==> src/pcsf_pkg.sv <==
// ----------------------------------------------------------------------------
// pcsf_pkg: shared types and constants of the proxy client session controller
// Transaction payloads, state and action codes, pending flag bit positions.
// ----------------------------------------------------------------------------
package pcsf_pkg;

   localparam int unsigned TIME_W     = 48;
   localparam int unsigned ID_W       = 64;
   localparam int unsigned INTERVAL_W = 32;
   localparam int unsigned FLAGS_W    = 7;

   localparam logic [INTERVAL_W-1:0] NOP_INTERVAL_RESET = 32'd10000;

   // pending flag bit positions
   localparam int unsigned FLAG_CONNECTED  = 0;
   localparam int unsigned FLAG_CLOSED     = 1;
   localparam int unsigned FLAG_LINK       = 2;
   localparam int unsigned FLAG_SERVER_MSG = 3;
   localparam int unsigned FLAG_ID         = 4;
   localparam int unsigned FLAG_FINISH     = 5;
   localparam int unsigned FLAG_OUT        = 6;

   typedef enum logic [3:0] {
      ST_BEGIN          = 4'd0,
      ST_INITIALIZE     = 4'd1,
      ST_WAIT_CONNECT   = 4'd2,
      ST_ACCEPT         = 4'd3,
      ST_START_TRANSFER = 4'd4,
      ST_WAITING        = 4'd5,
      ST_CLOSED         = 4'd6,
      ST_LINK_STATUS    = 4'd7,
      ST_RECEIVE_MSG    = 4'd8,
      ST_SEND_MSG       = 4'd9,
      ST_ID_ASSIGNED    = 4'd10,
      ST_SEND_NOP       = 4'd11,
      ST_FINISH         = 4'd12,
      ST_END            = 4'd13
   } sess_state_type;

   typedef enum logic [3:0] {
      ACT_NONE    = 4'd0,
      ACT_CONNECT = 4'd1,
      ACT_HTTP    = 4'd2,
      ACT_CLOSE   = 4'd3,
      ACT_ID_REQ  = 4'd4,
      ACT_LINK    = 4'd5,
      ACT_PROCESS = 4'd6,
      ACT_SEND    = 4'd7,
      ACT_NEW_ID  = 4'd8,
      ACT_NOP     = 4'd9
   } action_type;

   typedef struct packed {
      logic              start_req;
      logic [ID_W-1:0]   preferred_id;
      logic [TIME_W-1:0] current_time;
      logic              tcp_connected;
      logic              tcp_closed;
      logic              link_status_in;
      logic              server_msg_in;
      logic              id_assigned;
      logic [ID_W-1:0]   new_id;
      logic              finish_request;
      logic              http_ok;
      logic              send_request;
   } req_type;

   typedef struct packed {
      logic [3:0]      fsm_state;
      logic [3:0]      action_code;
      logic [ID_W-1:0] active_id;
      logic            send_accepted;
   } rsp_type;

   typedef struct packed {
      sess_state_type     state;
      logic [FLAGS_W-1:0] flags;
      logic [TIME_W-1:0]  nop_deadline;
      logic [ID_W-1:0]    current_entity;
      logic [ID_W-1:0]    assigned_entity;
   } sess_type;

endpackage

==> src/pcsf_step.sv <==
// ----------------------------------------------------------------------------
// pcsf_step: one session step
// Applies start, flag raising, one state transition and send acceptance to
// the session context for one transaction.
// ----------------------------------------------------------------------------
module pcsf_step (
   input  pcsf_pkg::sess_type                       sess_cur,
   input  pcsf_pkg::req_type                        item,
   input  logic [pcsf_pkg::INTERVAL_W-1:0]          nop_interval,
   output pcsf_pkg::sess_type                       sess_next,
   output pcsf_pkg::rsp_type                        rsp
);

   pcsf_pkg::sess_type               ctx;
   pcsf_pkg::action_type             act;
   logic                             accepted;
   logic [pcsf_pkg::TIME_W-1:0]      restart_val;
   logic                             nop_due;

   // keepalive deadline wraps modulo 2^48
   assign restart_val = item.current_time
                        + {{(pcsf_pkg::TIME_W-pcsf_pkg::INTERVAL_W){1'b0}}, nop_interval};
   assign nop_due     = item.current_time > sess_cur.nop_deadline;

   always_comb begin
      ctx      = sess_cur;
      act      = pcsf_pkg::ACT_NONE;
      accepted = 1'b0;

      if (item.start_req) begin
         ctx.current_entity = item.preferred_id;
         ctx.state          = pcsf_pkg::ST_BEGIN;
      end

      if (item.tcp_connected)  ctx.flags[pcsf_pkg::FLAG_CONNECTED]  = 1'b1;
      if (item.tcp_closed)     ctx.flags[pcsf_pkg::FLAG_CLOSED]     = 1'b1;
      if (item.link_status_in) ctx.flags[pcsf_pkg::FLAG_LINK]       = 1'b1;
      if (item.server_msg_in)  ctx.flags[pcsf_pkg::FLAG_SERVER_MSG] = 1'b1;
      if (item.id_assigned) begin
         ctx.flags[pcsf_pkg::FLAG_ID] = 1'b1;
         ctx.assigned_entity          = item.new_id;
      end
      if (item.finish_request) ctx.flags[pcsf_pkg::FLAG_FINISH]     = 1'b1;

      if (!item.start_req) begin
         unique case (ctx.state)
            pcsf_pkg::ST_BEGIN: begin
               ctx.state = pcsf_pkg::ST_INITIALIZE;
               ctx.flags = '0;
               act       = pcsf_pkg::ACT_CONNECT;
            end
            pcsf_pkg::ST_INITIALIZE: begin
               ctx.state = pcsf_pkg::ST_WAIT_CONNECT;
            end
            pcsf_pkg::ST_WAIT_CONNECT: begin
               if (ctx.flags[pcsf_pkg::FLAG_CONNECTED]) begin
                  ctx.state = pcsf_pkg::ST_ACCEPT;
                  act       = pcsf_pkg::ACT_HTTP;
               end else if (ctx.flags[pcsf_pkg::FLAG_FINISH]) begin
                  ctx.state = pcsf_pkg::ST_FINISH;
               end
            end
            pcsf_pkg::ST_ACCEPT: begin
               if (item.http_ok) begin
                  ctx.state        = pcsf_pkg::ST_START_TRANSFER;
                  ctx.nop_deadline = restart_val;
                  act              = pcsf_pkg::ACT_ID_REQ;
               end else begin
                  ctx.state = pcsf_pkg::ST_CLOSED;
                  act       = pcsf_pkg::ACT_CLOSE;
               end
            end
            pcsf_pkg::ST_WAITING: begin
               // fixed priority, keepalive deadline checked last
               priority if (ctx.flags[pcsf_pkg::FLAG_CLOSED]
                            || ctx.flags[pcsf_pkg::FLAG_FINISH]) begin
                  ctx.state = pcsf_pkg::ST_CLOSED;
                  act       = pcsf_pkg::ACT_CLOSE;
               end else if (ctx.flags[pcsf_pkg::FLAG_LINK]) begin
                  ctx.state                      = pcsf_pkg::ST_LINK_STATUS;
                  ctx.flags[pcsf_pkg::FLAG_LINK] = 1'b0;
                  act                            = pcsf_pkg::ACT_LINK;
               end else if (ctx.flags[pcsf_pkg::FLAG_SERVER_MSG]) begin
                  ctx.state                            = pcsf_pkg::ST_RECEIVE_MSG;
                  ctx.flags[pcsf_pkg::FLAG_SERVER_MSG] = 1'b0;
                  act                                  = pcsf_pkg::ACT_PROCESS;
               end else if (ctx.flags[pcsf_pkg::FLAG_OUT]) begin
                  ctx.state                     = pcsf_pkg::ST_SEND_MSG;
                  ctx.flags[pcsf_pkg::FLAG_OUT] = 1'b0;
                  ctx.nop_deadline              = restart_val;
                  act                           = pcsf_pkg::ACT_SEND;
               end else if (ctx.flags[pcsf_pkg::FLAG_ID]) begin
                  ctx.state                    = pcsf_pkg::ST_ID_ASSIGNED;
                  ctx.current_entity           = ctx.assigned_entity;
                  ctx.flags[pcsf_pkg::FLAG_ID] = 1'b0;
                  ctx.nop_deadline             = restart_val;
                  act                          = pcsf_pkg::ACT_NEW_ID;
               end else if (nop_due) begin
                  ctx.state        = pcsf_pkg::ST_SEND_NOP;
                  ctx.nop_deadline = restart_val;
                  act              = pcsf_pkg::ACT_NOP;
               end else begin
                  ctx.state = pcsf_pkg::ST_WAITING;
               end
            end
            pcsf_pkg::ST_CLOSED: begin
               ctx.state = pcsf_pkg::ST_FINISH;
            end
            pcsf_pkg::ST_START_TRANSFER,
            pcsf_pkg::ST_LINK_STATUS,
            pcsf_pkg::ST_RECEIVE_MSG,
            pcsf_pkg::ST_SEND_MSG,
            pcsf_pkg::ST_ID_ASSIGNED,
            pcsf_pkg::ST_SEND_NOP: begin
               ctx.state = pcsf_pkg::ST_WAITING;
            end
            default: begin
               ctx.state = pcsf_pkg::ST_END;
            end
         endcase
      end

      if (item.send_request && !ctx.flags[pcsf_pkg::FLAG_OUT]) begin
         ctx.flags[pcsf_pkg::FLAG_OUT] = 1'b1;
         accepted                      = 1'b1;
      end
   end

   assign sess_next         = ctx;
   assign rsp.fsm_state     = ctx.state;
   assign rsp.action_code   = act;
   assign rsp.active_id     = ctx.current_entity;
   assign rsp.send_accepted = accepted;

endmodule

==> src/proxy_client_session_fsm_top.sv <==
// ----------------------------------------------------------------------------
// proxy_client_session_fsm_top: proxy client session controller
// Fourteen-state session machine with event flags and keepalive deadline.
//
//   channel  direction  handshake        payload
//   req_     in         valid / stall    pcsf_pkg::req_type
//   rsp_     out        valid / stall    pcsf_pkg::rsp_type
//   csr_     in         valid / ready    nop_interval, 32 bits
//
// One transaction per cycle sustained while rsp_stall is low; an accepted
// transaction enters the hold register, then the result register that drives rsp_.
// The session context updates when a transaction moves into the result
// register, so back-to-back transactions see each other's effect.
// rsp_stall reaches req_stall in the same cycle once the hold register is full.
// Synchronous reset puts the session in END with all flags clear and
// nop_interval at 10000.
// ----------------------------------------------------------------------------
module proxy_client_session_fsm_top (
   input  logic                                   clock,
   input  logic                                   reset,
   input  logic                                   req_valid,
   output logic                                   req_stall,
   input  pcsf_pkg::req_type                      req_data,
   output logic                                   rsp_valid,
   input  logic                                   rsp_stall,
   output pcsf_pkg::rsp_type                      rsp_data,
   input  logic                                   csr_valid,
   output logic                                   csr_ready,
   input  logic [pcsf_pkg::INTERVAL_W-1:0]        csr_data
);

   logic                                hold_valid_ff;
   pcsf_pkg::req_type                   hold_item_ff;
   logic                                rsp_valid_ff;
   pcsf_pkg::rsp_type                   rsp_ff;
   pcsf_pkg::rsp_type                   rsp_in;
   pcsf_pkg::sess_type                  sess_ff;
   pcsf_pkg::sess_type                  sess_in;
   logic [pcsf_pkg::INTERVAL_W-1:0]     nop_interval_ff;
   logic                                req_take;
   logic                                advance;

   assign advance   = hold_valid_ff && (!rsp_valid_ff || !rsp_stall);
   assign req_stall = hold_valid_ff && !advance;
   assign req_take  = req_valid && !req_stall;
   assign csr_ready = 1'b1;

   pcsf_step u_step (
      .sess_cur     (sess_ff),
      .item         (hold_item_ff),
      .nop_interval (nop_interval_ff),
      .sess_next    (sess_in),
      .rsp          (rsp_in)
   );

   always_ff @(posedge clock) begin
      if (reset) begin
         hold_valid_ff           <= 1'b0;
         rsp_valid_ff            <= 1'b0;
         nop_interval_ff         <= pcsf_pkg::NOP_INTERVAL_RESET;
         sess_ff.state           <= pcsf_pkg::ST_END;
         sess_ff.flags           <= '0;
         sess_ff.nop_deadline    <= '0;
         sess_ff.current_entity  <= '0;
         sess_ff.assigned_entity <= '0;
      end else begin
         if (req_take) begin
            hold_valid_ff <= 1'b1;
         end else if (advance) begin
            hold_valid_ff <= 1'b0;
         end
         if (advance) begin
            rsp_valid_ff <= 1'b1;
            sess_ff      <= sess_in;
         end else if (!rsp_stall) begin
            rsp_valid_ff <= 1'b0;
         end
         if (csr_valid && csr_ready) begin
            nop_interval_ff <= csr_data;
         end
      end
   end

   // payload registers
   always_ff @(posedge clock) begin
      if (req_take) begin
         hold_item_ff <= req_data;
      end
      if (advance) begin
         rsp_ff <= rsp_in;
      end
   end

   assign rsp_valid = rsp_valid_ff;
   assign rsp_data  = rsp_ff;

endmodule
==> config.mk <==
export PLATFORM = sky130hd
export DESIGN_NAME = proxy_client_session_fsm_top
export DESIGN_NICKNAME = d
export VERILOG_FILES = /design/src/pcsf_pkg.sv /design/src/pcsf_step.sv /design/src/proxy_client_session_fsm_top.sv
export SDC_FILE = /design/constraint.sdc
export NUM_CORES = 1
export LEC_CHECK = 0
export BUFFER_PORTS_ARGS = -buffer_cell sky130_fd_sc_hd__buf_2
export CORE_MARGIN = 2
export CORE_UTILIZATION = 60
export CTS_BUF_LIST = sky130_fd_sc_hd__clkbuf_4 sky130_fd_sc_hd__clkbuf_8 sky130_fd_sc_hd__clkbuf_16
export CTS_CLUSTER_DIAMETER = 120
export DETAILED_ROUTE_END_ITERATION = 16
export PLACE_DENSITY_LB_ADDON = 0.25
export SYNTH_ARGS = -nofsm -noshare
export SYNTH_HDL_FRONTEND = slang
export SYNTH_HIERARCHICAL = 1
export SYNTH_SLANG_ARGS = --single-unit
==> constraint.sdc <==
create_clock -name clock -period 18.2 [get_ports clock]
set_clock_uncertainty 0.1 [all_clocks]
set_input_delay 2.73 -clock clock [delete_from_list [all_inputs] [get_ports clock]]
set_output_delay 2.73 -clock clock [all_outputs]
set_load 0.005 [all_outputs]
* After elaboration in Yosys (flattened, before gate mapping)
Index checks and enable logic that the tools add are counted.
** Storage, ports and cells
- Flip-flop bits (word level) :: 479
- Logic and storage cells :: 117
** Cells by class
- Magnitude comparators :: 1
- Bitwise logic cells :: 1
- Equality and inequality tests :: 17
- Multiplexer cells :: 57
- $add $sub $neg :: 1
- Reduce and logical (&&, ||, !) cells :: 16
** Operator list (count)
- $mux W112 :: 3
- $mux W64 :: 5
- $mux W48 :: 4
- $mux W123 :: 1
- $pmux W48 S2 :: 1
- $mux W4 :: 15
- $add A48 B32 Y48 :: 1
- $gt A48 B48 Y1 :: 1
- $pmux W4 S7 :: 1
- $mux W1 :: 18
- $eq A4 B3 Y1 const B :: 4
- $eq A4 B4 Y1 const B :: 4
- $pmux W4 S4 :: 1
- $eq A4 B2 Y1 const B :: 2
- $mux W2 :: 4
- $ne A2 B2 Y1 const B :: 4
- $reduce_and A8 Y1 :: 1
- $mux W3 :: 2
- $pmux W3 S2 :: 1
- $reduce_or A6 Y1 :: 1
- $logic_not A1 Y1 :: 5
- $eq A4 B1 Y1 const B :: 1
- $logic_and A1 B1 Y1 :: 4
- $logic_not A4 Y1 :: 1
- other kinds (6) :: 8

* Depth between registers and ports, before layout
Gate-level depths: netlist of the first run.
- Word-level depth :: 12
- Depth in mapped cells :: 15

* Hierarchy
The synthesis of the first run kept the hierarchy.
** By module, submodules not included
- proxy_client_session_fsm_top :: instances 1, area an instance 17369.2 um2, cells an instance 1184
- pcsf_step :: instances 1, area an instance 6801.5 um2, cells an instance 1009

* Worst setup path after synthesis of the first run
OpenSTA, ideal clock, no wires.
- Path kind :: in2reg
- Start :: in rsp_stall
- End :: reg hold_item_ff[0] (netlist name), enable pin
- Arrival :: 10.585 ns
- Buffers on the path :: 0
- Cell stages on the path :: 3
- Setup slack :: 6.781 ns
- Setup time :: 0.734 ns
- Path through :: nand3_1 inv_1 nor2_1
** On the way
- Longest elaborated chain between the ends :: 7
** Ends and longest elaborated chain
- start: declaration :: RTL line proxy_client_session_fsm_top.sv:25 : input logic rsp_stall,
- $logic_not A1 Y1
- $logic_or A1 B1 Y1 :: RTL line proxy_client_session_fsm_top.sv:43 : assign advance = hold_valid_ff && (!rsp_valid_ff || !rsp_stall);
- $logic_and A1 B1 Y1 :: RTL line proxy_client_session_fsm_top.sv:43
- $logic_not A1 Y1 :: RTL line proxy_client_session_fsm_top.sv:44 : assign req_stall = hold_valid_ff && !advance;
- $logic_and A1 B1 Y1 :: RTL line proxy_client_session_fsm_top.sv:44
- named net req_stall :: RTL line proxy_client_session_fsm_top.sv:22 : output logic req_stall,
- $logic_not A1 Y1 :: RTL line proxy_client_session_fsm_top.sv:45 : assign req_take = req_valid && !req_stall;
- $logic_and A1 B1 Y1 :: RTL line proxy_client_session_fsm_top.sv:45
- named net req_take :: RTL line proxy_client_session_fsm_top.sv:40 : logic req_take;
- end signal: assignment :: RTL line proxy_client_session_fsm_top.sv:87 : hold_item_ff <= req_data;
- end: declaration :: RTL line proxy_client_session_fsm_top.sv:33 : pcsf_pkg::req_type hold_item_ff;
The timed path passes the listed nets, and every way through them passes these cells.
A chain may end at the register's enable or synchronous reset.

* Final worst setup path of the first run
- Start :: in rsp_stall
- End :: out req_stall
** On the way
- Longest elaborated chain between the ends :: 5
** Ends and longest elaborated chain (RTL line)
- $logic_not A1 Y1
- $logic_or A1 B1 Y1 :: proxy_client_session_fsm_top.sv:43
- $logic_and A1 B1 Y1 :: proxy_client_session_fsm_top.sv:43
- $logic_not A1 Y1 :: proxy_client_session_fsm_top.sv:44
- $logic_and A1 B1 Y1 :: proxy_client_session_fsm_top.sv:44
- end: declaration :: proxy_client_session_fsm_top.sv:22
No other way between the ends.

==> impl_metrics.yaml, run 1 <==
yosys:
  synth_edf_count: 258
  synthFlopType: "edfxtp_1"
  syn_area_per_cell_um2: 11.0
  yosys.area.top_type_share_pct: 32.1
  synth_fp_nets: 2496
  synthDistinctLibCells: 75
  syn_area_um2: 24200
  async_flop_share_pct: 0
  yosys.area.top_type: "edfxtp_1"
  netlist_top_cells_area: "edfxtp_1, dfxtp_1, mux2i_1"
  yosys_register_bits: 479
  synth_cells: 2193
  seq_area_frac_synth_pct: 50.4
  ys_warn_count: 6
floorplanning:
  start_util_pct: 60.8
  die_x_um: 205
  die_h_um: 205
  rows: 73
  dieArea_um2: 41900
  design.core.area_um2: 39700
  ioPinCount: 298
detailed_routing:
  wire_per_inst_um: 17.7
  viasPerCell: 5.52
  routed_wl_um: 52000
  drt_iter0_markers: 1081
  num_vias: 16200
  antenna_left: 0
  drcViolationCount: 0
  detail_route.first_pass.iterations: 5
clock_network:
  ctsHoldBuffers: 0
  cts_tree: "yes"
  clockRootBuffer: "clkbuf_16"
  clockBufferDepth: 3
  postCtsSetupBuffers: 0
  clkSinkCount: 479
  insertion_delay_ps: 590
  cts_resized: 0
  clkTransAtPathRegs_ps: 60
  cts_inserted_buffers: 49
  htree_num_levels: 2
final_layout:
  fillers: 3029
  syn2layout_area_growth_pct: 10.6
  final_nets: 2664
  final_cell_area_um2: 26700
  layout-drive-gt1-share_pct: 20.1
sta:
  setup_slack_ps: 12170
  worst_pin_slew_ps: 1080
  setup_tns_ps: 0
  maxSlewViolCount: 0
  fin_hold_ws_ps: 369
  hold_violations: 0
  fin_crit_ps: 6030
  setup_viol: 0
  timing.final.crit_share_pct: 33.1
  rsz0062_at_grt: "no"
  slew_headroom_pct: 27.8
  timing.fmax_ghz: 0.166
setup_path:
  cp.arrival_ps: 3200
  crit_required_ps: 15370
  critical_path.startpoint: "rsp_stall"
  critPathLaunchType: "input pin"
  crit_type: "input pin to output port"
  r2r-start: "hold_item_ff[184]$_DFFE_PP_"
  worstPathMaxFanout: 3
  end_kind: "output port"
power_and_ir_drop:
  power.clock.fraction_pct: 39.9
  combPwrFrac_pct: 10.5
  internal_power_mw: 1.88
  p_sw_share_pct: 23.5
  static-leakage-power_nw: 10.3
  vdd_drop_max_mv: 0.0822
  power_frac_seq_pct: 49.6
  power.net_switching_mw: 0.579
  pwr_density_cell_nw_per_um2: 92.0
place:
  hpwl_um: 34200
  place_area_um2: 25100
  numPortBuffers: 296
  gp_congestion: 0.920
  preCtsSetupSlack_ps: 12090
global_routing:
  grt_max_degree: 153
  antenna_found_initial: 9
  overflow: 0
  grt_first_pass_wirelength_um: 81900
  first_global_vias: 16100
  gr-usage-all-layers_pct: 24.5
worst_hold_path:
  holdCritPathClass: "flip-flop to flip-flop"
  hp-start: "sess_ff[117]$_SDFFE_PP0P_"
run:
  drv_cap: 0
status:
  status: "finished, final reports clean"
[stage by stage]
| stage | instances | util (%) | total power [mW] |
|---|---|---|---|
| 6_report | 2931 | 67.3 | 2.46 |
| 3_3_place_gp | 2835 | 63.3 | 1.49 |
| 2_1_floorplan | 2193 | - | 1.44 |
| 3_5_place_dp | 2835 | 63.3 | 1.50 |
| 5_1_grt | 2927 | 67.3 | 2.55 |
| 4_1_cts | 2924 | 67.2 | 2.48 |
[cells by family after synthesis]
family | Yosys count | share of synthesized area (%)
and+or+nand+nor | 706 | 15.7
DFF | 479 | 50.4
muxes | 345 | 14.6
AOI/OAI and AO/OA | 275 | 6.91
buffers and inverters | 261 | 6.50
adders and majority gates | 81 | 4.22
xor gates and xnor gates | 45 | 1.63
other | 1 | 0.0155
[power by group through the flow]
| stage | sequential (mW) | clock (mW) | combinational, mW |
|---|---|---|---|
| finish | 1.22 | 0.982 | 0.258 |
| global route | 1.22 | 1.05 | 0.284 |
| CTS | 1.22 | 1.00 | 0.258 |
| detailed placement | 1.24 | 0 | 0.256 |
| global placement | 1.24 | 0 | 0.248 |
| floorplan | 1.24 | 0 | 0.200 |
[cell usage in the layout, fill, tap and decap left out, types with 10 or more instances in the layout]
cell type / synthesis / layout
clkbuf_4: 0 / 13
buf_4: 80 / 13
buf_2: 18 / 295
xnor2_1: 27 / 27
a21o_1: 21 / 21
inv_1: 67 / 67
o21ai_0: 106 / 106
nand3_1: 21 / 21
nor2b_1: 10 / 10
nand2_1: 159 / 159
o21ai_1: 27 / 27
edfxtp_1: 258 / 258
dfxtp_1: 221 / 221
nor2_1: 76 / 75
mux2i_1: 278 / 278
nand2b_1: 371 / 371
xor2_1: 18 / 18
clkbuf_16: 0 / 51
nor3_1: 20 / 20
mux2_2: 66 / 66
a21oi_1: 55 / 55
ha_1: 80 / 80
nand4_1: 17 / 17
[metal layers]
layer  GRT usage (%)  vias up  wire length [um]
met2            40.4      424             24700
met4            7.89        4              1250
met1            31.9     7746             22800
li1                -     7916                 -
met5               0        -                23
met3            5.63       89              3220
[synthesized netlist by cell type (5+ instances only)]
library cell	instances
o31ai_1	5
nor4_1	6
a211oi_1	6
nor2_1	76
o21bai_1	6
nand3_1	21
buf_12	11
clkbuf_1	68
o21ai_1	27
nand2b_1	371
a31oi_1	6
dfxtp_1	221
and3_1	7
a21oi_1	55
a211o_1	5
nor3_1	20
buf_2	18
edfxtp_1	258
buf_6	10
nand4_1	17
buf_4	80
mux2i_1	278
nor2b_1	10
o21ai_0	106
nand2_1	159
ha_1	80
or3_1	5
inv_1	67
a21o_1	21
xor2_1	18
mux2_2	66
xnor2_1	27
[sequential cells by signal, summed over array words and instances, names as in the netlist]
| name | flops |
|---|---|
| hold_valid_ff | 1 |
| rsp_valid | 1 |
| sess_ff | 187 |
| nop_interval_ff | 32 |
| rsp_data | 73 |
| hold_item_ff | 185 |
[worst paths after layout]
path	end	slack, ps	cells past startpoint
max	req_stall	12170	4
min	sess_ff[117]$_SDFFE_PP0P_	370	2
max reg2reg	sess_ff[108]$_SDFFE_PP0P_	13860	11
min reg2reg	sess_ff[117]$_SDFFE_PP0P_	370	2
[layout make-up]
type | count | area [um2] | share of cell area [%]
Clock buffer | 70 | 1460 | 5.45
Inverter | 68 | 255 | 0.955
Antenna cell | 7 | 17.5 | 0.0655
Clock inverter | 19 | 118 | 0.440
Sequential cell | 479 | 12200 | 45.5
Multi-Input combinational cell | 1453 | 10500 | 39.1
Timing Repair Buffer | 310 | 1610 | 6.01
Tap cell | 525 | 657 | 2.46
[worst max-delay path: stages]
cell,delay (ps)
buf_2,130
nand3_1,100
inv_1,120
buf_2,120
Note: power is estimated with default switching activity, not from simulation.
==> run 2, diff against run 1 <==
--- a/config.mk
+++ b/config.mk
@@ -5,6 +5,7 @@
 export SDC_FILE = /design/constraint.sdc
 export NUM_CORES = 1
 export LEC_CHECK = 0
+export ABC_AREA = 1
 export BUFFER_PORTS_ARGS = -buffer_cell sky130_fd_sc_hd__buf_2
 export CORE_MARGIN = 2
 export CORE_UTILIZATION = 60
==> constraint.sdc (replaced) <==
create_clock -name clock -period 5.56 [get_ports clock]
set_clock_uncertainty 0.1 [all_clocks]
set_input_delay 0.834 -clock clock [delete_from_list [all_inputs] [get_ports clock]]
set_output_delay 0.834 -clock clock [all_outputs]
set_load 0.005 [all_outputs]
==> impl_metrics.yaml, run 2 <==
status:
  status: "finished, final reports clean"
clock_network:
  ctsHoldBuffers: 0
  clockRootBuffer: "clkbuf_16"
  cts_tree: "yes"
  htree_num_levels: 2
  postCtsSetupBuffers: 0
  cts_inserted_buffers: 49
  clkSinkCount: 479
  clockBufferDepth: 3
  cts_resized: 0
  insertion_delay_ps: 590
  clkTransAtPathRegs_ps: 70
sta:
  setup_tns_ps: 0
  fin_crit_ps: 4000
  timing.fmax_ghz: 0.250
  maxSlewViolCount: 0
  setup_viol: 0
  worst_pin_slew_ps: 1180
  slew_headroom_pct: 21.6
  fin_hold_ws_ps: 307
  setup_slack_ps: 1560
  rsz0062_at_grt: "no"
  timing.final.crit_share_pct: 72.0
  hold_violations: 0
floorplanning:
  start_util_pct: 61.0
  dieArea_um2: 45600
  rows: 76
  die_x_um: 214
  die_h_um: 214
  design.core.area_um2: 43200
  ioPinCount: 298
detailed_routing:
  drcViolationCount: 0
  drt_iter0_markers: 2393
  routed_wl_um: 75300
  num_vias: 22500
  viasPerCell: 5.66
  detail_route.first_pass.iterations: 6
  antenna_left: 0
  wire_per_inst_um: 18.9
yosys:
  syn_area_um2: 26300
  yosys.area.top_type_share_pct: 29.4
  synth_common_cells: "nand2_1, inv_1, nor2_1, nand3_1, a21oi_1"
  synthFlopType: "edfxtp_1"
  ys_warn_count: 6
  synth_edf_count: 258
  syn_area_per_cell_um2: 8.18
  yosys_register_bits: 479
  synth_fp_nets: 3522
  synthDistinctLibCells: 51
  netlist_top_cells_area: "edfxtp_1, dfxtp_1, nand2_1"
  async_flop_share_pct: 0
  seq_area_frac_synth_pct: 46.2
  synth_cells: 3219
  yosys.area.top_type: "edfxtp_1"
  synth.most_common_cell: "nand2_1"
final_layout:
  layout_common_cells: "nand2_1, inv_1, nor2_1"
  final_nets: 3651
  regMostFlops: "sess_ff"
  syn2layout_area_growth_pct: 9.08
  fin_util_pct: 66.6
  fillers: 3580
  layout-drive-gt1-share_pct: 14.9
  finalNonFillerCells: 3983
  largest_reg_flops: 187
  final_cell_area_um2: 28700
  layout_commonest_cell: "nand2_1"
global_routing:
  grt_max_degree: 158
  overflow: 0
  first_global_vias: 20900
  gr-usage-all-layers_pct: 32.1
  grt_first_pass_wirelength_um: 114000
  antenna_found_initial: 12
setup_path:
  end_kind: "flip-flop"
  worstPathMaxFanout: 29
  critPathLaunchType: "flip-flop"
  crit_required_ps: 5990
  crit_type: "flip-flop to flip-flop"
  cp.arrival_ps: 4430
place:
  gp_congestion: 0.985
  hpwl_um: 52200
  place_area_um2: 27100
  placedCellCount: 3882
  numPortBuffers: 296
  preCtsSetupSlack_ps: 1660
power_and_ir_drop:
  power_mw: 8.70
  static-leakage-power_nw: 12.7
  pwr_density_cell_nw_per_um2: 303
  vdd_drop_max_mv: 0.276
worst_hold_path:
  holdCritPathClass: "input pin to flip-flop"
run:
  drv_cap: 0
==> run 2: critical path: stages, from the launching register on <==
cell	delay (ps)
edfxtp_1	350
buf_4	460
nor3_4	110
nand2_2	510
inv_1	620
nor2_4	670
inv_2	240
nand2_2	370
nand2_1	100
nand3_1	100
inv_1	40
nand3_1	70
nand2_1	60
nor2_1	110
==> run 2: final timing paths <==
kind	start	endpoint	slack (ps)	depth (start not counted)
worst max-delay path	hold_item_ff[184]$_DFFE_PP_	sess_ff[129]$_SDFFE_PP0P_	1560	13
worst min-delay path	req_data[129]	hold_item_ff[129]$_DFFE_PP_	310	1
worst max register to register	hold_item_ff[184]$_DFFE_PP_	sess_ff[129]$_SDFFE_PP0P_	1560	13
worst min register to register	nop_interval_ff[9]$_SDFFE_PP1P_	nop_interval_ff[9]$_SDFFE_PP1P_	370	2
==> run 2: area by class of cell <==
type / instances / area (um2) / area share [%]
antenna: 9 / 22.5 / 0.0784
clock buffer: 66 / 1430 / 4.99
clock inverter: 26 / 176 / 0.614
inverter: 388 / 1470 / 5.12
multi-input combinational: 2118 / 11100 / 38.7
sequential: 479 / 12200 / 42.4
tap: 585 / 732 / 2.55
timing repair buffer: 312 / 1610 / 5.62
==> run 2: power by group <==
part	leakage [nW]	switching, mW	internal [mW]
clock	0.803	1.44	1.83
sequential	4.33	0.144	3.98
combinational	7.52	0.845	0.468
==> run 2: layer usage <==
metal	vias up	track usage [%]	share of wire [%]
met4	8	10.8	3.0
met1	10600	46.3	45
met5	-	0	0.068
met2	978	48.5	43
met3	148	6.22	8.9
li1	10800	-	-
==> run 2: cells by family (layout without fill, tap and decap cells) <==
group	Yosys count	after routing	synth area share [%]
simple gates	1394	1394	22.3
buf+inv	622	792	11.7
compound gates	483	483	9.67
flops	479	479	46.2
mux	128	128	5.17
fa+ha+maj	81	81	3.88
xor+xnor	31	31	1.03
other cells	1	10	0.0142
